[src/hdl/arxm_pkg.sv]
package arxm_pkg;

  localparam int unsigned WordW      = 64;
  localparam int unsigned NumWords   = 8;
  localparam int unsigned NumStages  = 4;
  localparam int unsigned RoundsDflt = 3;
  localparam int unsigned RotW       = 6;

  typedef logic [WordW-1:0] word_t;
  typedef word_t [NumWords-1:0] blk_t;

  // Left rotation amounts per stage: first and second target word
  localparam logic [NumStages-1:0][1:0][RotW-1:0] RotAmt = '{
    '{6'd47, 6'd16},
    '{6'd45, 6'd18},
    '{6'd43, 6'd20},
    '{6'd41, 6'd22}
  };

  function automatic word_t rotl(input word_t x, input logic [RotW-1:0] r);
    logic [2*WordW-1:0] dbl;
    dbl = {x, x} << r;
    return dbl[2*WordW-1 -: WordW];
  endfunction

endpackage

[src/hdl/arxm_stage.sv]
// One mixing stage: xor, crosswise add and rotate on one word pair, then a register.
module arxm_stage import arxm_pkg::*; #(
  parameter int unsigned STAGE_SEL = 0
) (
  input  logic clk_i,
  input  logic rst_ni,
  input  logic valid_i,
  input  blk_t blk_i,
  output logic ready_o,
  output logic valid_o,
  output blk_t blk_o,
  input  logic ready_i
);

  localparam int unsigned TIdx = ((STAGE_SEL + 1) * 2) % NumWords;
  localparam int unsigned PIdx = (STAGE_SEL * 2) % NumWords;

  logic  valid_q;
  blk_t  blk_q, blk_d;
  word_t sum_a, sum_b;
  logic  load;

  // Register takes a new block when empty or when downstream drains it
  assign ready_o = !valid_q || ready_i;
  assign load    = valid_i && ready_o;

  // Mix the target pair with the previous pair
  always_comb begin
    sum_a = (blk_i[TIdx] ^ blk_i[PIdx]) + blk_i[PIdx+1];
    sum_b = (blk_i[TIdx+1] ^ blk_i[PIdx+1]) + blk_i[PIdx];
    blk_d = blk_i;
    blk_d[TIdx]   = rotl(sum_a, RotAmt[STAGE_SEL][0]);
    blk_d[TIdx+1] = rotl(sum_b, RotAmt[STAGE_SEL][1]);
  end

  always_ff @(posedge clk_i or negedge rst_ni) begin
    if (!rst_ni) begin
      valid_q <= 1'b0;
    end else if (ready_o) begin
      valid_q <= valid_i;
    end
  end

  always_ff @(posedge clk_i) begin
    if (load) begin
      blk_q <= blk_d;
    end
  end

  assign valid_o = valid_q;
  assign blk_o   = blk_q;

`ifndef SYNTH
  a_stall_keeps_valid: assert property (@(posedge clk_i) disable iff (!rst_ni)
    valid_q && !ready_i |=> valid_q)
    else $error("stalled stage lost its word");
  a_stall_keeps_data: assert property (@(posedge clk_i) disable iff (!rst_ni)
    valid_q && !ready_i |=> $stable(blk_q))
    else $error("stalled stage data changed");
  a_load_sets_valid: assert property (@(posedge clk_i) disable iff (!rst_ni)
    load |=> valid_q)
    else $error("accepted word not held");
  a_no_load_when_full: assert property (@(posedge clk_i) disable iff (!rst_ni)
    valid_q && !ready_i |-> !load)
    else $error("stage overwritten while full");
`endif

endmodule

[config.mk]
export PLATFORM = sky130hd
export DESIGN_NAME = arxm_stage
export DESIGN_NICKNAME = d
export VERILOG_FILES = /design/src/hdl/arxm_pkg.sv /design/src/hdl/arxm_stage.sv
export SDC_FILE = /design/constraint.sdc
export NUM_CORES = 1
export LEC_CHECK = 0
export BUFFER_PORTS_ARGS = -buffer_cell sky130_fd_sc_hd__buf_2
export CORE_AREA = 4 4 398 400
export DETAILED_ROUTE_END_ITERATION = 6
export DIE_AREA = 0 0 402 404
export PLACE_DENSITY_LB_ADDON = 0.05
export SYNTH_ARGS = -nofsm -noshare
export SYNTH_HDL_FRONTEND = slang
export SYNTH_SLANG_ARGS = --single-unit
[constraint.sdc]
create_clock -name clk_i -period 15.7 [get_ports clk_i]
set_clock_uncertainty 0.1 [all_clocks]
set_input_delay 1.57 -clock clk_i [delete_from_list [all_inputs] [get_ports clk_i]]
set_output_delay 1.57 -clock clk_i [all_outputs]
set_load 0.005 [all_outputs]
Yosys cells after proc, flatten, opt, wreduce, memory -nomap -nowiden
Index checks and enable logic that the tools add are counted.
Widths: inputs -> output; s select.
{"block": "classes", "addsub": 2, "multipliers": 0, "div_mod_pow": 0, "magnitude_cmp": 0, "n_eq_ne": 0, "shifts": 0, "mux": 0, "bitwise_logic": 2, "n_reduce_logical": 3}
{"operator": "$add 64x64->64", "count": 2}
{"operator": "$xor 64x64->64", "count": 2}
{"operator": "$logic_and 1x1->1", "count": 1}
{"operator": "$logic_not 1->1", "count": 1}
{"operator": "$logic_or 1x1->1", "count": 1}
{"block": "word_totals", "reg_bits": 513, "latchBits": 0, "mem_bits_rw": 0, "mem_bits_ro": 0, "input_bits": 516, "out_inout_bits": 514, "elab_cells": 16, "mem_count": 0}

Longest topological paths before layout
Gate-level depths: netlist of the first run.
{"block": "depth", "depth_word": 3, "mapped_depth": 14, "depth_no_buf": 14}

Worst setup path before layout of the first run
Ideal clock, no wire load.
{"block": "synth_timing", "kind": "input-to-reg", "start": "input ready_i", "end": "register blk_q, in the netlist blk_o[0], enable pin", "setup_time_ns": 0.945, "arrival_ns": 13.310, "t_required_ns": 14.655, "path_slack_ns": 1.344, "cell_stages": 2, "path_buffers": 0, "cell_sequence": "nand2b_1 and2_1"}
{"block": "synth_via", "elab_chain_len": 2}
{"element": "from (decl)", "line": "arxm_stage.sv:12", "source": "input logic ready_i"}
{"element": "$logic_or 1x1->1", "line": "arxm_stage.sv:24", "source": "assign ready_o = !valid_q || ready_i;"}
{"element": "$logic_and 1x1->1", "line": "arxm_stage.sv:25", "source": "assign load = valid_i && ready_o;"}
{"element": "via load", "line": "arxm_stage.sv:21", "source": "logic load;"}
{"element": "to (signal assigned)", "line": "arxm_stage.sv:46", "source": "blk_q <= blk_d;"}
{"element": "to (decl)", "line": "arxm_stage.sv:19", "source": "blk_t blk_q, blk_d;"}
The timed path passes the listed nets, and every way through them passes these cells.
A chain may end at the register's enable or synchronous reset.

Worst setup path in the final report of the first run
{"block": "layout_timing", "start": "input blk_i[64] (netlist bit)", "end": "register blk_q, in the netlist blk_o[225] (data pin)"}
{"block": "layout_via", "elab_chain_len": 2}
{"element": "from (decl)", "line": "arxm_stage.sv:8", "source": "input blk_t blk_i,"}
{"element": "$xor 64x64->64", "line": "arxm_stage.sv:30", "source": "sum_b = (blk_i[TIdx+1] ^ blk_i[PIdx+1]) + blk_i[PIdx];"}
{"element": "$add 64x64->64", "line": "arxm_stage.sv:30"}
{"element": "via sum_b[56]", "line": "arxm_stage.sv:20", "source": "word_t sum_a, sum_b;"}
The timed path passes the listed nets, and every way through them passes these cells.

==> impl_results.md, run 1 <==
* Total power at 4.33 mW
* Clk slew on worst S/H paths at 0.06 ns
* Syn Nets at 2381
* Status: finished, final reports clean
* Vias at 19000
* Fmax at 0.192 GHz
* Post-CTS setup buffers at 0
* Slew at the pin with the worst max-slew slack at 1.21 ns
* RSZ-0062 raised after global routing: false
* CTS max path bufs at 3
* DR WL met2 at 67100 µm
* Worst Hold Class: reg -> reg
* Vias in the first global route at 19700
* Slew Viols, Final at 0
* Max_cap viols at 0
* DRT iter0 DRCs at 1000
* Ys Warns at 0
* CP Launch Type: input pin
* Met1 wire length at 50900 µm
* Area Growth Syn to Fin at 42.0%
* Slowest Stage Delay on Critical Path at 0.60 ns
* Vias/cell at 3.86
* Post-synth EDFFs at 512
* H-tree depth at 3
* Fin area at 34200 µm²
* DRC at 0
* Wire per inst at 26.9 µm
* Crit path capture type: register
* First drt pass iteration count at 5
* DP HPWL at 112000 µm
* Total Routed Length at 133000 µm
* Final Hold Viols at 0
* Final ANT Viol Nets at 0
* CTS tree: built
* Tcrit/Tclk final at 0.332
* Inst Count DP at 4780
* Critical Path Slowest Stage Cell: a21oi_1
* Clk root buf: clkbuf_16
* #FFs+latches synth at 513
* Fill count at 16900
* Worst Path Required at 16.00 ns
* Die height at 404 µm
* # setup viols final at 0
* Post-route setup slack at 10.49 ns
* Slew HR at 0.186
* Global route overflow at 0
* FF+latch area at 15400 µm²
* Pin count of the biggest net entering global routing at 123
* GPL Wtd Cong at 0.834
* Nets at 3454
* TritonCTS Buffers at 74
* Non-filler cells, final at 4927
* Post-layout util at 0.220
* Cell Chain, Critical Path: buf_2 > xor2_1 > ha_1 > inv_1 > fa_1 > nor2b_1 > o31ai_2 > a21oi_1 > o21bai_1 > a32oi_1 > a221oi_2 > o21ai_1 > a211oi_2 > o21ai_1 > xor2_1
* Multi-input combinational cell area at 8340 µm²
* WL met3 at 11200 µm
* Clk sinks at 513
* Register area share after synthesis at 0.640
* GRT Total Usage at 0.156
* Leakage at 14.1 nW
* Post-cts sizing count at 0
* Dominant synthesized flop cell: edfxtp_1
* Synthesized area at 24100 µm²
* Share of layout cells above drive strength 1 at 0.414
* CP arrival at 5.51 ns
* FP Rows at 145
* Die area at 162000 µm²
* Core Area at 155000 µm²
* Post-route minimum period at 5.21 ns
* Post-route setup TNS at 0 ns
* Hold Buf Count CTS at 0
* I/O pins at 1030
* Dpl cell area at 31700 µm²
* Input/output buffers at 1029
* Clock Latency Late Sink at 0.65 ns
* Pre-CTS setup slack at 9.73 ns
* VDD IR max at 64.0 µV
* Hold Slack at 0.451 ns
* Initial antenna violation count at 77
* Top layer in use: met5
* Mapped Cells at 1725
* First-pass GRT wire length at 175000 µm
* Yosys cell types at 86
* Async set-reset flop share out of synthesis at 0.00195
* Syn Area/Cell at 14.0 µm²
* Critical path class: in -> reg
* Cell Pwr Density at 127 nW/µm²
* Die W at 402 µm
* Initial Utilization at 0.155
* Crit path max fanout at 4
## power by group
group | internal, mW | switching (mW) | leakage [nW]
registers | 1.66 | 0.0296 | 4.89
logic | 0.335 | 0.589 | 8.08
clock network | 0.993 | 0.723 | 1.17
## path summary, 6_finish.rpt
check | from | slack, ns | endpoint | cells past startpoint
worst min register to register | valid_o$_DFFE_PN0N_ | 0.45 | valid_o$_DFFE_PN0N_ | 2
min in group asynchronous | rst_ni | 0.59 | valid_o$_DFFE_PN0N_ | 1
worst max register to register | valid_o$_DFFE_PN0N_ | 12.47 | blk_o[276]$_DFFE_PP_ | 4
max in group asynchronous | rst_ni | 14.83 | valid_o$_DFFE_PN0N_ | 1
worst min-delay path | valid_o$_DFFE_PN0N_ | 0.45 | valid_o$_DFFE_PN0N_ | 2
worst max-delay path | blk_i[64] | 10.49 | blk_o[225]$_DFFE_PP_ | 15
## state kept, by name, indices dropped and copies added, names as in the netlist
| name | cells |
|---|---|
| blk_o | 512 |
| valid_o | 1 |
## cells in the final DEF, fill, tap and decap left out, types with 62 or more instances in the layout
cell type / netlist / routed
a21o_1: 62 / 62
xnor2_1: 74 / 74
edfxtp_1: 512 / 512
buf_2: 9 / 1029
nor2_1: 84 / 84
nand2_1: 97 / 97
clkbuf_16: 0 / 74
ha_1: 138 / 138
a21oi_1: 142 / 142
xor2_1: 169 / 169
## cell families (layout without fill, tap and decap cells)
group | after synthesis | count (layout) | synth area share
flops | 513 | 513 | 0.640
compound gates | 424 | 424 | 0.120
simple gates | 322 | 322 | 0.0641
xor+xnor | 243 | 243 | 0.0884
fa+ha+maj | 140 | 140 | 0.0734
buf+inv | 82 | 1212 | 0.0138
mux | 1 | 1 | 0.000416
other cells | 0 | 14 | 0
## cells in the mapped netlist (all sizes together) (3+ instances only)
master | n | area, µm²
and3 | 8 | 50.1
a31oi | 13 | 87.6
and4 | 3 | 26.3
a21o | 62 | 465
a21oi | 146 | 753
nor2 | 84 | 315
a41oi | 6 | 78.8
buf | 12 | 67.6
inv | 44 | 165
nand2b | 14 | 87.6
xor2 | 169 | 1480
o21ai | 83 | 434
nand4 | 34 | 213
a21boi | 4 | 33.8
o31a | 4 | 35.0
o211ai | 5 | 37.5
o211a | 3 | 30.0
or2 | 4 | 25.0
ha | 138 | 1730
clkbuf | 26 | 100
nor3 | 19 | 100
nand3 | 21 | 110
o21bai | 30 | 236
nor4 | 6 | 37.5
edfxtp | 512 | 15400
and2 | 8 | 50.1
a311oi | 3 | 50.1
a221oi | 9 | 91.3
or3 | 4 | 25.0
xnor2 | 74 | 648
o21a | 17 | 129
nor2b | 12 | 75.1
o41ai | 6 | 93.9
a211oi | 11 | 87.6
nand2 | 99 | 377
o31ai | 4 | 62.6
## worst max-delay path: cells and delay by family
kind                       cells  cell delay, ns
adders and majority gates      2            0.69
xor gates and xnor gates       2            0.28
AOI/OAI and AO/OA              8            2.53
buffers and inverters          2            0.20
and+or+nand+nor                1            0.24
## final cells by class
cell class | instances | share of cell area
clock buffer | 86 | 0.0555
timing repair buffer | 1035 | 0.153
sequential | 513 | 0.451
antenna | 14 | 0.00103
clock inverter | 47 | 0.0158
multi-input combinational | 1130 | 0.244
inverter | 44 | 0.00483
tap | 2058 | 0.0753
## routing by layer
layer / vias up / track usage
met5: - / 0
met4: 30 / 0.0350
met3: 226 / 0.0535
met2: 790 / 0.280
met1: 9271 / 0.177
li1: 8719 / -
(Power assumes the default switching activity.)
==> run 2, diff against run 1 <==
--- a/config.mk
+++ b/config.mk
@@ -5,10 +5,11 @@
 export SDC_FILE = /design/constraint.sdc
 export NUM_CORES = 1
 export LEC_CHECK = 0
+export ABC_AREA = 1
 export BUFFER_PORTS_ARGS = -buffer_cell sky130_fd_sc_hd__buf_2
-export CORE_AREA = 4 4 398 400
+export CORE_AREA = 4 4 396 398
 export DETAILED_ROUTE_END_ITERATION = 6
-export DIE_AREA = 0 0 402 404
+export DIE_AREA = 0 0 400 402
 export PLACE_DENSITY_LB_ADDON = 0.05
 export SYNTH_ARGS = -nofsm -noshare
 export SYNTH_HDL_FRONTEND = slang
==> constraint.sdc (replaced) <==
create_clock -name clk_i -period 5.2 [get_ports clk_i]
set_clock_uncertainty 0.1 [all_clocks]
set_input_delay 0.52 -clock clk_i [delete_from_list [all_inputs] [get_ports clk_i]]
set_output_delay 0.52 -clock clk_i [all_outputs]
set_load 0.005 [all_outputs]
==> impl_results.md, run 2 <==
* Status: complete, but fails checks
* Failing checks: design-rule violations
* Leakage at 20.7 nW
* I/O pins at 1030
* Async set-reset flop share out of synthesis at 0.00195
* Post-route minimum period at 3.37 ns
* #FFs+latches synth at 513
* DRT iter0 DRCs at 1343
* Post-synth EDFFs at 512
* Crit path max fanout at 4
* Total power at 13.7 mW
* Clk pwr share at 0.368
* Largest family of logic cells by synthesized area: simple AND/OR/NAND/NOR gates
* Clock Latency Late Sink at 0.64 ns
* Clk root buf: clkbuf_16
* Dominant synthesized flop cell: edfxtp_1
* Ys Warns at 0
* Nets at 5352
* Max_cap viols at 0
* Fin area at 42000 µm²
* Pre-CTS setup slack at 1.68 ns
* Vias/cell at 3.88
* First-pass GRT wire length at 216000 µm
* First drt pass iteration count at 7
* H-tree depth at 3
* Post-cts sizing count at 0
* Mapped Cells at 3246
* Adder-Cell Fraction of Synth Area at 0.0621
* Post-route setup slack at 1.83 ns
* Worst Hold Class: in -> reg
* Vias in the first global route at 27500
* Syn Area/Cell at 8.77 µm²
* VDD IR max at 193 µV
* Final Hold Viols at 0
* CP Launch Type: input pin
* Most common cell after layout, fill and taps aside: nand2_1
* Post-CTS setup buffers at 0
* Register area share after synthesis at 0.541
* Combinational power share at 0.259
* GPL Wtd Cong at 0.849
* Wire per inst at 23.9 µm
* Clk slew on worst S/H paths at 0.05 ns
* Hold Buf Count CTS at 335
* Synth Area in XOR/XNOR at 0.0588
* Yosys cell types at 25
* Initial antenna violation count at 36
* Pint at 9.13 mW
* DRC at 2
* DP HPWL at 138000 µm
* Crit path capture type: register
* Initial Utilization at 0.186
* Most frequent cell after synthesis: nand2_1
* CTS max path bufs at 3
* Die area at 161000 µm²
* Most frequent cells in the layout: nand2_1 (1209), buf_2 (1029), inv_1 (647)
* Synth area leader: edfxtp_1
* Cell Pwr Density at 325 nW/µm²
* Fill count at 16900
* RSZ-0062 raised after global routing: false
* Synthesized area at 28500 µm²
* GRT Total Usage at 0.194
* Share of layout cells above drive strength 1 at 0.256
* Post-Synth Simple-Gate Area at 0.236
* Share of the synthesized area in the top cell type at 0.540
* R2R Setup Slk at 2.73 ns
* Input/output buffers at 1029
* Mux share of post-synthesis cell area at 0
* Worst Path Required at 5.47 ns
* Area Growth Syn to Fin at 47.6%
* Ranking of synthesized cells by area: edfxtp_1 (54%), nand2_1 (16%), inv_1 (8.5%), ha_1 (6.1%), xor2_1 (5.7%)
* Seq pwr share at 0.374
* Clk sinks at 513
* Fmax at 0.297 GHz
* Die W at 400 µm
* Switching power of the nets at 4.54 mW
* Syn Nets at 3902
* # setup viols final at 0
* Die height at 402 µm
* FP Rows at 144
* CTS tree: built
* Synth top cells by count: nand2_1 (1209), inv_1 (647), edfxtp_1 (512)
* Critical path class: in -> reg
* Final ANT Viol Nets at 0
* CP arrival at 3.64 ns
* TritonCTS Buffers at 72
* Dpl cell area at 36300 µm²
* Core Area at 153000 µm²
* Vias at 26400
* Total Routed Length at 162000 µm
* Slew at the pin with the worst max-slew slack at 0.954 ns
* Max reg flops at 512
* Post-route setup TNS at 0 ns
* Global route overflow at 0
* Pin count of the biggest net entering global routing at 136
* Tcrit/Tclk final at 0.648
* Slew Viols, Final at 0
* Slew HR at 0.364
* Sw Share at 0.332
* Compound-Gate Fraction of Synth Area at 0.0167
==> run 2: cell types whose count changed after synthesis, sizes merged, moves of 17 or more <==
cell	change
o21ai	-79
a21oi	-64
a21o	-62
o21a	-17
xnor2	-67
nand3	+102
nand2	+1133
nor2	+155
inv	+606
clkbuf	-26
o21bai	-24
==> run 2: cell families (layout without fill, tap and decap cells) <==
kind of cell               after synthesis  in the layout
and+or+nand+nor                       1658           1658
DFF                                    513            513
AOI/OAI and AO/OA                       92             92
adders and majority gates              140            140
other                                    0              7
buffers and inverters                  652           2150
xor gates and xnor gates               191            191
==> run 2: final timing paths <==
path | from | end | cells after the start
setup / recovery | blk_i[0] | blk_o[134]$_DFFE_PP_ | 16
hold / removal | blk_i[51] | blk_o[51]$_DFFE_PP_ | 1
setup reg to reg | valid_o$_DFFE_PN0N_ | blk_o[173]$_DFFE_PP_ | 3
hold reg to reg | valid_o$_DFFE_PN0N_ | blk_o[120]$_DFFE_PP_ | 1
max in group asynchronous | rst_ni | valid_o$_DFFE_PN0N_ | 3
min in group asynchronous | rst_ni | valid_o$_DFFE_PN0N_ | 3
==> run 2: stage by stage <==
step | utilization | std cells | hold WS, ns
2_1_floorplan | - | 3246 | 0.124
3_3_place_gp | 0.237 | 6331 | 0.196
3_5_place_dp | 0.237 | 6331 | 0.196
4_1_cts | 0.274 | 6788 | 0.000294
5_1_grt | 0.274 | 6795 | 0.0165
6_report | 0.274 | 6795 | 0.0632
==> run 2: worst max-delay path, cell delays in order <==
cell and delay (ns):
dlygate4sd3_1 0.52, buf_2 0.16, xor2_1 0.17, ha_1 0.46
inv_1 0.16, fa_1 0.43, inv_1 0.12, nand3_1 0.09
nand2_2 0.14, nand2_1 0.08, nand2_2 0.13, nand3_1 0.08
nand2_1 0.25, nand2_1 0.12, nand4_1 0.11, nand2_1 0.08
==> run 2: final cells by class <==
cell class                 instances  area [µm²]  share of cell area
timing repair buffer            1376        8660               0.206
sequential                       513       15400               0.366
antenna                            7        17.5            0.000417
clock buffer                      75        1810              0.0431
tap                             2044        2560              0.0608
clock inverter                    47         508              0.0121
multi-input combinational       2081       10600               0.253
inverter                         652        2450              0.0582
==> run 2: power groups by stage <==
stage,logic (mW),registers (mW),clock network [mW]
floorplan,1.59,5.28,0
global placement,3.43,5.20,0
detailed placement,3.38,5.20,0
CTS,3.63,5.12,5.26
global route,3.92,5.14,5.43
finish,3.54,5.11,5.03
==> run 2: metal layers <==
layer / vias to the layer above / track usage / wire length (µm)
li1: 13100 / - / -
met1: 12300 / 0.216 / 62800
met2: 818 / 0.355 / 82500
met3: 212 / 0.0522 / 11500
met4: 16 / 0.0631 / 5430
met5: - / 0 / 90
